$ cat config.mk
export PLATFORM = sky130hd
export DESIGN_NAME = linear_interp_stereo_resampler
export DESIGN_NICKNAME = d
export VERILOG_FILES = /design/src/rtl/rsmp_pkg.sv /design/src/rtl/rsmp_front.sv /design/src/rtl/rsmp_blend.sv /design/src/rtl/rsmp_seq.sv /design/src/rtl/linear_interp_stereo_resampler.sv
export SDC_FILE = /design/constraint.sdc
export NUM_CORES = 2
export LEC_CHECK = 0
export BUFFER_PORTS_ARGS = -buffer_cell sky130_fd_sc_hd__buf_2
export CORE_MARGIN = 3
export CORE_UTILIZATION = 37
export DETAILED_ROUTE_END_ITERATION = 6
export SETUP_SLACK_MARGIN = 0.4
export SYNTH_ARGS = -nofsm -noshare
export SYNTH_HDL_FRONTEND = slang
export SYNTH_SLANG_ARGS = --single-unit
$ cat constraint.sdc
create_clock -name clk -period 8.13 [get_ports clk]
set_input_delay 0.813 -clock clk [delete_from_list [all_inputs] [get_ports clk]]
set_output_delay 0.813 -clock clk [all_outputs]
set_load 0.02 [all_outputs]
$ cat src/rtl/rsmp_pkg.sv
// Shared types and constants for the linear interpolation stereo resampler.
// No dependencies.
package rsmp_pkg;

	localparam int SMP_W      = 16;  // source PCM sample width
	localparam int RES_W      = 20;  // result sample width
	localparam int STEP_W     = 23;  // phase increment width
	localparam int CNT_W      = 28;  // source / result counters
	localparam int PHASE_W    = 44;  // phase accumulator
	localparam int MAX_RUN    = 64;  // results per item, upper bound
	localparam int RUN_W      = 7;   // holds 0..MAX_RUN
	localparam int QDEPTH     = 4;   // front-to-back queue depth
	localparam int QPTR_W     = 2;
	localparam int QCNT_W     = 3;
	localparam int CFG_IDX_W  = 2;
	localparam int CFG_DATA_W = 28;

	localparam logic [STEP_W-1:0] STEP_RESET = STEP_W'(65536);

	// configuration register indexes
	localparam logic [CFG_IDX_W-1:0] CFG_STEP      = 2'd0;
	localparam logic [CFG_IDX_W-1:0] CFG_OUT_COUNT = 2'd1;
	localparam logic [CFG_IDX_W-1:0] CFG_MONO      = 2'd2;

	typedef struct packed {
		logic signed [SMP_W-1:0] in_left;
		logic signed [SMP_W-1:0] in_right;
		logic                    in_last;
	} smp_item_t;

	typedef struct packed {
		logic signed [RES_W-1:0] out_left;
		logic signed [RES_W-1:0] out_right;
		logic                    run_last;
		logic                    done_res;
	} res_item_t;

	// item as classified by the front end
	typedef struct packed {
		smp_item_t data;
		logic      first;   // opens a new stream
	} q_item_t;

	// one interpolation job handed to the blend pipeline
	typedef struct packed {
		logic signed [SMP_W-1:0] a_left;
		logic signed [SMP_W-1:0] a_right;
		logic signed [SMP_W-1:0] b_left;
		logic signed [SMP_W-1:0] b_right;
		logic                    done;
		logic                    last;
	} blend_pair_t;

	typedef enum logic [1:0] {
		SEQ_IDLE,
		SEQ_LOOP,
		SEQ_TAIL,
		SEQ_FINISH
	} seq_state_t;

endpackage

$ cat src/rtl/rsmp_front.sv
// Front end: accepts sample items, tags stream starts, queues them for the back end.
// Depends on rsmp_pkg.
module rsmp_front import rsmp_pkg::*; (
	input  logic      clk,
	input  logic      arst_n,
	input  logic      smp_valid,
	output logic      smp_stall,
	input  smp_item_t smp_item,
	output logic      q_valid,
	input  logic      q_pop,
	output q_item_t   q_item
);

	q_item_t             mem_q [QDEPTH];
	logic [QPTR_W-1:0]   wr_ptr_q;
	logic [QPTR_W-1:0]   rd_ptr_q;
	logic [QCNT_W-1:0]   count_q;
	logic                start_q;   // next item opens a stream
	logic                push;
	logic                pop;

	assign smp_stall = (count_q == QCNT_W'(QDEPTH));
	assign push      = smp_valid && !smp_stall;
	assign q_valid   = (count_q != '0);
	assign pop       = q_pop && q_valid;
	assign q_item    = mem_q[rd_ptr_q];

	always_ff @(posedge clk) begin
		if (push) begin
			mem_q[wr_ptr_q] <= '{data: smp_item, first: start_q};
		end
	end

	always_ff @(posedge clk or negedge arst_n) begin
		if (!arst_n) begin
			wr_ptr_q <= '0;
			rd_ptr_q <= '0;
			count_q  <= '0;
			start_q  <= 1'b1;
		end else begin
			if (push) begin
				wr_ptr_q <= wr_ptr_q + 1'b1;
				start_q  <= smp_item.in_last;
			end
			if (pop) begin
				rd_ptr_q <= rd_ptr_q + 1'b1;
			end
			case ({push, pop})
				2'b10:   count_q <= count_q + 1'b1;
				2'b01:   count_q <= count_q - 1'b1;
				default: count_q <= count_q;
			endcase
		end
	end

endmodule

$ cat src/rtl/rsmp_blend.sv
// Blend pipeline: a + ((b - a) * f >>> FRAC_BITS), times ten, per channel; output register.
// In mono mode both outputs carry the left result. Depends on rsmp_pkg.
module rsmp_blend import rsmp_pkg::*; #(
	parameter int FRAC_BITS = 16
) (
	input  logic                 clk,
	input  logic                 arst_n,
	input  logic                 push,
	input  blend_pair_t          pair,
	input  logic [FRAC_BITS-1:0] frac,
	input  logic                 mono,
	output logic                 en,
	output logic                 res_valid,
	input  logic                 res_stall,
	output res_item_t            res_item
);

	localparam int DIFF_W = SMP_W + 1;
	localparam int PROD_W = DIFF_W + FRAC_BITS + 1;
	localparam int SH_W   = DIFF_W + 1;

	logic                     v_s1, v_s2, v_q;
	logic signed [DIFF_W-1:0] dl_s1, dr_s1;
	logic signed [SMP_W-1:0]  al_s1, ar_s1, al_s2, ar_s2;
	logic [FRAC_BITS-1:0]     f_s1;
	logic                     done_s1, last_s1, done_s2, last_s2;
	logic signed [PROD_W-1:0] pl_s2, pr_s2;
	logic signed [PROD_W-1:0] shl, shr;
	logic signed [RES_W-1:0]  ql, qr, tl, tr;
	res_item_t                res_q;

	// whole pipeline moves unless the output is held
	assign en        = !(v_q && res_stall);
	assign res_valid = v_q;
	assign res_item  = res_q;

	assign shl = pl_s2 >>> FRAC_BITS;
	assign shr = pr_s2 >>> FRAC_BITS;
	assign ql  = RES_W'(al_s2) + RES_W'($signed(shl[SH_W-1:0]));
	assign qr  = RES_W'(ar_s2) + RES_W'($signed(shr[SH_W-1:0]));
	assign tl  = (ql <<< 3) + (ql <<< 1);
	assign tr  = (qr <<< 3) + (qr <<< 1);

	always_ff @(posedge clk or negedge arst_n) begin
		if (!arst_n) begin
			v_s1 <= 1'b0;
			v_s2 <= 1'b0;
			v_q  <= 1'b0;
		end else if (en) begin
			v_s1 <= push;
			v_s2 <= v_s1;
			v_q  <= v_s2;
		end
	end

	always_ff @(posedge clk) begin
		if (en) begin
			dl_s1   <= DIFF_W'(pair.b_left) - DIFF_W'(pair.a_left);
			dr_s1   <= DIFF_W'(pair.b_right) - DIFF_W'(pair.a_right);
			al_s1   <= pair.a_left;
			ar_s1   <= pair.a_right;
			f_s1    <= frac;
			done_s1 <= pair.done;
			last_s1 <= pair.last;

			pl_s2   <= dl_s1 * $signed({1'b0, f_s1});
			pr_s2   <= dr_s1 * $signed({1'b0, f_s1});
			al_s2   <= al_s1;
			ar_s2   <= ar_s1;
			done_s2 <= done_s1;
			last_s2 <= last_s1;

			res_q.out_left  <= tl;
			res_q.out_right <= mono ? tl : tr;
			res_q.run_last  <= last_s2;
			res_q.done_res  <= done_s2;
		end
	end

endmodule

$ cat src/rtl/rsmp_seq.sv
// Back end sequencer: walks one queued item through its interpolation and tail runs,
// keeps stream state, issues blend jobs. Depends on rsmp_pkg.
module rsmp_seq import rsmp_pkg::*; #(
	parameter int FRAC_BITS = 16
) (
	input  logic                 clk,
	input  logic                 arst_n,
	input  logic                 q_valid,
	output logic                 q_pop,
	input  q_item_t              q_item,
	input  logic [STEP_W-1:0]    step,
	input  logic [CNT_W-1:0]     out_count,
	input  logic                 en,
	output logic                 push,
	output blend_pair_t          pair,
	output logic [FRAC_BITS-1:0] frac
);

	localparam int INT_W = PHASE_W - FRAC_BITS;
	localparam int CMP_W = (INT_W > CNT_W) ? INT_W : CNT_W;

	seq_state_t              state_q, state_d;
	q_item_t                 cur_q;
	logic signed [SMP_W-1:0] prev_l_q, prev_r_q, first_l_q, first_r_q;
	logic [CNT_W-1:0]        src_idx_q, dst_idx_q;
	logic [PHASE_W-1:0]      phase_q;
	logic [RUN_W-1:0]        n_q;
	blend_pair_t             pend_q;
	logic [FRAC_BITS-1:0]    pend_f_q;
	logic                    pend_v_q;

	logic                    room, owed, ahead, loop_go, tail_go;
	logic                    emit, flush;
	blend_pair_t             job;

	assign room    = n_q < RUN_W'(MAX_RUN);
	assign owed    = dst_idx_q < out_count;
	assign ahead   = CMP_W'(phase_q[PHASE_W-1:FRAC_BITS]) < CMP_W'(src_idx_q);
	assign loop_go = !cur_q.first && room && owed && ahead;
	assign tail_go = room && owed;

	// next state
	always_comb begin
		state_d = state_q;
		case (state_q)
			SEQ_IDLE: begin
				if (q_valid) state_d = SEQ_LOOP;
			end
			SEQ_LOOP: begin
				if (!loop_go) state_d = cur_q.data.in_last ? SEQ_TAIL : SEQ_FINISH;
			end
			SEQ_TAIL: begin
				if (!tail_go) state_d = SEQ_FINISH;
			end
			SEQ_FINISH: begin
				if (en) state_d = SEQ_IDLE;
			end
			default: state_d = SEQ_IDLE;
		endcase
	end

	// outputs
	always_comb begin
		q_pop = 1'b0;
		emit  = 1'b0;
		flush = 1'b0;
		job   = '0;
		case (state_q)
			SEQ_IDLE: begin
				q_pop = q_valid;
			end
			SEQ_LOOP: begin
				emit = en && loop_go;
				job  = '{a_left: prev_l_q, a_right: prev_r_q,
				         b_left: cur_q.data.in_left, b_right: cur_q.data.in_right,
				         done: 1'b0, last: 1'b0};
			end
			SEQ_TAIL: begin
				emit = en && tail_go;
				job  = '{a_left: cur_q.data.in_left, a_right: cur_q.data.in_right,
				         b_left: first_l_q, b_right: first_r_q,
				         done: 1'b0, last: 1'b0};
			end
			SEQ_FINISH: begin
				flush = en;
			end
			default: begin
				q_pop = 1'b0;
			end
		endcase
		job.done = (dst_idx_q == out_count - 1'b1);
		// the held job goes out once we know whether another follows
		push      = (emit || flush) && pend_v_q;
		pair      = pend_q;
		pair.last = flush;
		frac      = pend_f_q;
	end

	always_ff @(posedge clk or negedge arst_n) begin
		if (!arst_n) begin
			state_q   <= SEQ_IDLE;
			src_idx_q <= '0;
			dst_idx_q <= '0;
			phase_q   <= '0;
			n_q       <= '0;
			pend_v_q  <= 1'b0;
		end else begin
			state_q <= state_d;
			if (q_pop) begin
				n_q <= '0;
			end
			if (emit) begin
				pend_v_q  <= 1'b1;
				dst_idx_q <= dst_idx_q + 1'b1;
				phase_q   <= phase_q + PHASE_W'(step);
				n_q       <= n_q + 1'b1;
			end
			if (flush) begin
				pend_v_q <= 1'b0;
				if (cur_q.data.in_last) begin
					src_idx_q <= '0;
					dst_idx_q <= '0;
					phase_q   <= '0;
				end else begin
					src_idx_q <= src_idx_q + 1'b1;
				end
			end
		end
	end

	always_ff @(posedge clk) begin
		if (q_pop) begin
			cur_q <= q_item;
			if (q_item.first) begin
				first_l_q <= q_item.data.in_left;
				first_r_q <= q_item.data.in_right;
			end
		end
		if (emit) begin
			pend_q   <= job;
			pend_f_q <= phase_q[FRAC_BITS-1:0];
		end
		if (flush && !cur_q.data.in_last) begin
			prev_l_q <= cur_q.data.in_left;
			prev_r_q <= cur_q.data.in_right;
		end
	end

endmodule

$ cat src/rtl/linear_interp_stereo_resampler.sv
// Top level of the linear interpolation stereo resampler.
// Depends on rsmp_pkg, rsmp_front, rsmp_seq, rsmp_blend.
//
// Usage
//   smp channel: one stereo PCM source sample per item (valid/stall). in_last closes
//     a stream; the next item opens a new one at position zero.
//   res channel: interpolated results (valid/stall). Result n sits at source position
//     n*step; each item releases the results whose upper sample it supplies, and the
//     last item of a stream also releases the remaining results up to out_count,
//     pairing the final sample with the first. run_last flags the final result of
//     an item, done_res flags result number out_count-1. At most 64 per item.
//   cfg channel: valid/ready writes of step, out_count, mono; ready is always high.
//     Write only while the block is idle.
// Timing
//   A four-entry queue takes items while the back end works. The sequencer fetches an
//   item in its idle state, issues results (loop, then tail for the last item of a
//   stream) and closes the item in its finish state. The blend pipeline registers each
//   job through its difference, product and output registers. Results stream at one per
//   cycle within an item while res_stall is low.
// Reset clears queue, stream counters and output valid. A stalled result holds the
//   output register, freezes the blend pipeline and stops the sequencer issuing results;
//   the queue keeps taking items until it is full.
module linear_interp_stereo_resampler import rsmp_pkg::*; #(
	parameter int FRAC_BITS = 16
) (
	input  logic                  clk,
	input  logic                  arst_n,
	input  logic                  smp_valid,
	output logic                  smp_stall,
	input  smp_item_t             smp_item,
	output logic                  res_valid,
	input  logic                  res_stall,
	output res_item_t             res_item,
	input  logic                  cfg_valid,
	output logic                  cfg_ready,
	input  logic [CFG_IDX_W-1:0]  cfg_index,
	input  logic [CFG_DATA_W-1:0] cfg_data
);

	logic [STEP_W-1:0]    step_q;
	logic [CNT_W-1:0]     out_count_q;
	logic                 mono_q;

	logic                 q_valid, q_pop;
	q_item_t              q_item;
	logic                 en, push;
	blend_pair_t          pair;
	logic [FRAC_BITS-1:0] frac;

	// config registers; the user writes them between streams, the block does not enforce it
	assign cfg_ready = 1'b1;

	always_ff @(posedge clk or negedge arst_n) begin
		if (!arst_n) begin
			step_q      <= STEP_RESET;
			out_count_q <= '0;
			mono_q      <= 1'b0;
		end else if (cfg_valid && cfg_ready) begin
			case (cfg_index)
				CFG_STEP:      step_q      <= cfg_data[STEP_W-1:0];
				CFG_OUT_COUNT: out_count_q <= cfg_data[CNT_W-1:0];
				CFG_MONO:      mono_q      <= cfg_data[0];
				default:       ;
			endcase
		end
	end

	// front: accept and tag stream starts
	rsmp_front u_front (
		.clk       (clk),
		.arst_n    (arst_n),
		.smp_valid (smp_valid),
		.smp_stall (smp_stall),
		.smp_item  (smp_item),
		.q_valid   (q_valid),
		.q_pop     (q_pop),
		.q_item    (q_item)
	);

	// back: per-item result runs
	rsmp_seq #(.FRAC_BITS(FRAC_BITS)) u_seq (
		.clk       (clk),
		.arst_n    (arst_n),
		.q_valid   (q_valid),
		.q_pop     (q_pop),
		.q_item    (q_item),
		.step      (step_q),
		.out_count (out_count_q),
		.en        (en),
		.push      (push),
		.pair      (pair),
		.frac      (frac)
	);

	// back: arithmetic and output register
	rsmp_blend #(.FRAC_BITS(FRAC_BITS)) u_blend (
		.clk       (clk),
		.arst_n    (arst_n),
		.push      (push),
		.pair      (pair),
		.frac      (frac),
		.mono      (mono_q),
		.en        (en),
		.res_valid (res_valid),
		.res_stall (res_stall),
		.res_item  (res_item)
	);

endmodule

==> flow_summary_export.csv <==
group,metric,value,unit
synthesis,avgSynthCellArea,11.04,sq um
detailed_routing,via_count,33621,
global_routing,track_usage,16.50,%
cts,root_buffer,"clkbuf_16",
die,io_pins,113,
min_path,hp-class,"primary input to async pin",
synthesis,synth.most_common_cell,"inv_1",
synthesis,yosysWarnings,0,
timing,setup_violations,0,
finish,fin_util,41.15,%
worst_setup_path,path_delay_family,"adder cells",
detailed_routing,detail-route-antenna-nets,0,
worst_setup_path,path_cells,"nand2_1, fa_1, inv_1, fa_1, inv_1, fa_1, inv_1, fa_1, fa_1, inv_1, fa_1, inv_1, ha_1, nand4_1, nor3_1, and3_1, nand4_1, a311oi_1, a31oi_1, nor3_1, o211a_1, nor3_1",
run_status,status,"finished clean",
cts,clk_pin_slew,0.06,ns
timing,final.period_utilization,88.76,%
cts,clkLatencyLatePin,0.67,ns
finish,multiInputGateArea,29440,sq um
die,rows,137,
synthesis,synth_area_leaders,"edfxtp_1, fa_1, ha_1",
worst_setup_path,crit_required,8.53,ns
global_routing,grt.overflow.total,0,
timing,fin_skew,0.03272,ns
detailed_routing,drt_iter0_drc,1972,
run,cap_viol_max_count,0,
die,die_width,383.5,microns
timing,tightest_slew,1.051,ns
global_routing,grt_max_degree,103,
detailed_routing,wl,118100,microns
finish,fin_nets,5853,
worst_setup_path,cp-start-kind,"flop",
worst_setup_path,cp_data_arrival_time,7.62,ns
placement,dp_hpwl,90020,microns
finish,antenna_cells,0,
timing,grt_setup_unrepaired,"no",
worst_setup_path,cpMaxStageDelayCell,"edfxtp_1",
synthesis,synth-seq-area-share,37.19,%
detailed_routing,post_drt_wl_per_cell,17.39,microns
worst_setup_path,end_kind,"flop",
die,initial_core_util,37.52,%
timing,fin_crit,7.216,ns
global_routing,grt_pass1_wl,193400,microns
worst_setup_path,cp_num_buf_inv,5,
finish,areaGrowthSynthToFinish,9.679,%
cts,clockBufferDepth,3,
timing,slew_headroom,29.95,%
synthesis,yosysTopAreaCell,"edfxtp_1",
finish,regArea,19620,sq um
global_routing,grt_antenna_before_repair,5,
detailed_routing,first_pass_iters,5,
finish,n_fill_cell,13512,
detailed_routing,route.detailed.drc,0,
global_routing,first_global_vias,35350,
cts,cts_made_buffers,72,
die,die_height,383.5,microns
die,fp.coreArea,140600,sq um
worst_setup_path,critPathKind,"flop to flop",
worst_setup_path,cpMostUsedCell,"fa_1",
timing,final_hold_viol_count,0,
synthesis,ys_ff_latch,682,
cts,cts_tree,"yes",
cts,htree_levels,3,
synthesis,async_flop_share,25.37,%
synthesis,syn_area,52740,sq um
synthesis,synth.distinct_cells,75,
cts,cts.sinks,682,
detailed_routing,vias_per_cell,4.951,
finish,layout-drive-gt1-share,8.037,%
placement,io_buffers,109,
synthesis,ys_top_cells_by_count,"inv_1, fa_1, edfxtp_1, nand2_1, ha_1",
die,dieArea,147100,sq um
timing,slew_viol_final,0,
synthesis,synth_edf_count,509,
worst_setup_path,slowest_delay,0.80,ns
placement,gp_congestion,0.8567,
synthesis,netlist.area_leader.share,28.98,%
timing,setup_tns,0,ns
worst_setup_path,crit_fanout,18,
synthesis,ys.flop_type,"edfxtp_1",
timing,max_freq,138.6,MHz
synthesis,synthCells,4776,
metrics by stage:
step | instances | hold WS [ns] | setup slack (ns) | cell area (sq um)
final | 6791 | 0.3067 | 0.9136 | 57850
after global placement | 6660 | 0.4014 | 0.8841 | 55490
after CTS | 6788 | 0.3030 | 0.7707 | 57810
after floorplan | 4777 | 0.4003 | 0.7407 | 52750
after global routing | 6791 | 0.3402 | 0.5215 | 57850
after detailed placement | 6660 | 0.4045 | 0.8185 | 55490
final cells by class:
cell class                 instances  share of cell area (%)
tap                             1876                   4.058
inverter                         834                   5.416
clock buffer                      93                   3.320
clock inverter                    35                  0.6965
sequential                       682                   33.91
timing repair buffer             165                   1.702
multi-input combinational       3106                   50.89
layout by cell type, fill, tap and decap left out, drive strengths merged, types with 29 or more instances in the layout:
| cell | synthesis | layout |
|---|---|---|
| and2 | 235 | 235 |
| fa | 562 | 562 |
| ha | 362 | 362 |
| xor2 | 64 | 64 |
| or3 | 30 | 30 |
| o21ai | 103 | 103 |
| xnor2 | 161 | 161 |
| buf | 15 | 165 |
| a22oi | 66 | 66 |
| clkbuf | 140 | 93 |
| mux4 | 34 | 34 |
| inv | 832 | 837 |
| nor3 | 59 | 59 |
| nor2b | 94 | 94 |
| edfxtp | 509 | 509 |
| dfrtp | 171 | 171 |
| a211oi | 29 | 29 |
| a21oi | 130 | 130 |
| nand4 | 35 | 35 |
| nor2 | 165 | 165 |
| nand2 | 478 | 478 |
| and3 | 43 | 43 |
| a21o | 65 | 65 |
| nand3 | 68 | 68 |
| mux2 | 63 | 63 |
what timing repair did:
item                                    in CTS  in global routing
buffers inserted                             0                  3
hold buffers                                 0                  0
endpoints found under the setup margin       0                  2
gates resized for setup                      0                  0
worst register-to-register path: cells and delay by family (launching register included):
| family | cells | cell delay [ns] |
|---|---|---|
| fa+ha+maj | 7 | 3.34 |
| compound gates | 3 | 1.17 |
| buf+inv | 5 | 0.25 |
| simple gates | 7 | 1.40 |
| flops | 1 | 0.80 |
metal layers:
| metal | wire length, microns | up-vias | GRT usage, % |
|---|---|---|---|
| li1 | - | 15898 | - |
| met1 | 52160 | 16863 | 22.29 |
| met2 | 55720 | 675 | 26.74 |
| met3 | 5638 | 183 | 2.339 |
| met4 | 4583 | 2 | 6.682 |
| met5 | 18 | - | 0 |
cell families (layout without fill, tap and decap cells):
kind of cell	Yosys count	after routing	share of synthesized area, %
XOR/XNOR	225	225	3.736
AO/OA/AOI/OAI	567	567	7.100
other	2	3	0.01424
AND/OR/NAND/NOR	1275	1275	11.88
adder cells (fa/ha/maj)	924	924	29.92
multiplexers	112	112	3.082
buffers and inverters	989	1127	7.070
flip-flops	682	682	37.19
sequential cells by signal, summed over array words and instances, names as in the netlist, 17 cells and up:
name	count
out_count_q	28
step_q	23
u_blend.dl_s1	17
u_blend.dr_s1	17
u_blend.pl_s2	18
u_blend.pr_s2	18
u_blend.res_item	40
u_front.mem_q	136
u_seq.cur_q	34
u_seq.dst_idx_q	28
u_seq.pair	65
u_seq.phase_q	44
u_seq.src_idx_q	28
final timing paths:
| path | from | end | slack [ns] | cells after the start |
|---|---|---|---|---|
| worst max-delay path | u_blend.f_s1[9] | u_blend.pl_s2[33] | 0.91 | 22 |
| worst min-delay path | arst_n | out_count_q[25] | 0.31 | 1 |
| worst max register to register | u_blend.f_s1[9] | u_blend.pl_s2[33] | 0.91 | 22 |
| worst min register to register | u_blend.ar_s1[12] | u_blend.ar_s2[12] | 0.41 | 0 |
| max in group asynchronous | arst_n | u_front.rd_ptr_q[0] | 6.20 | 2 |
| min in group clk | smp_item[20] | u_front.mem_q[2][21] | 0.37 | 1 |
Power is not shown: default switching activity piles up to over one toggle a cycle in this logic, so the estimate is an artifact.
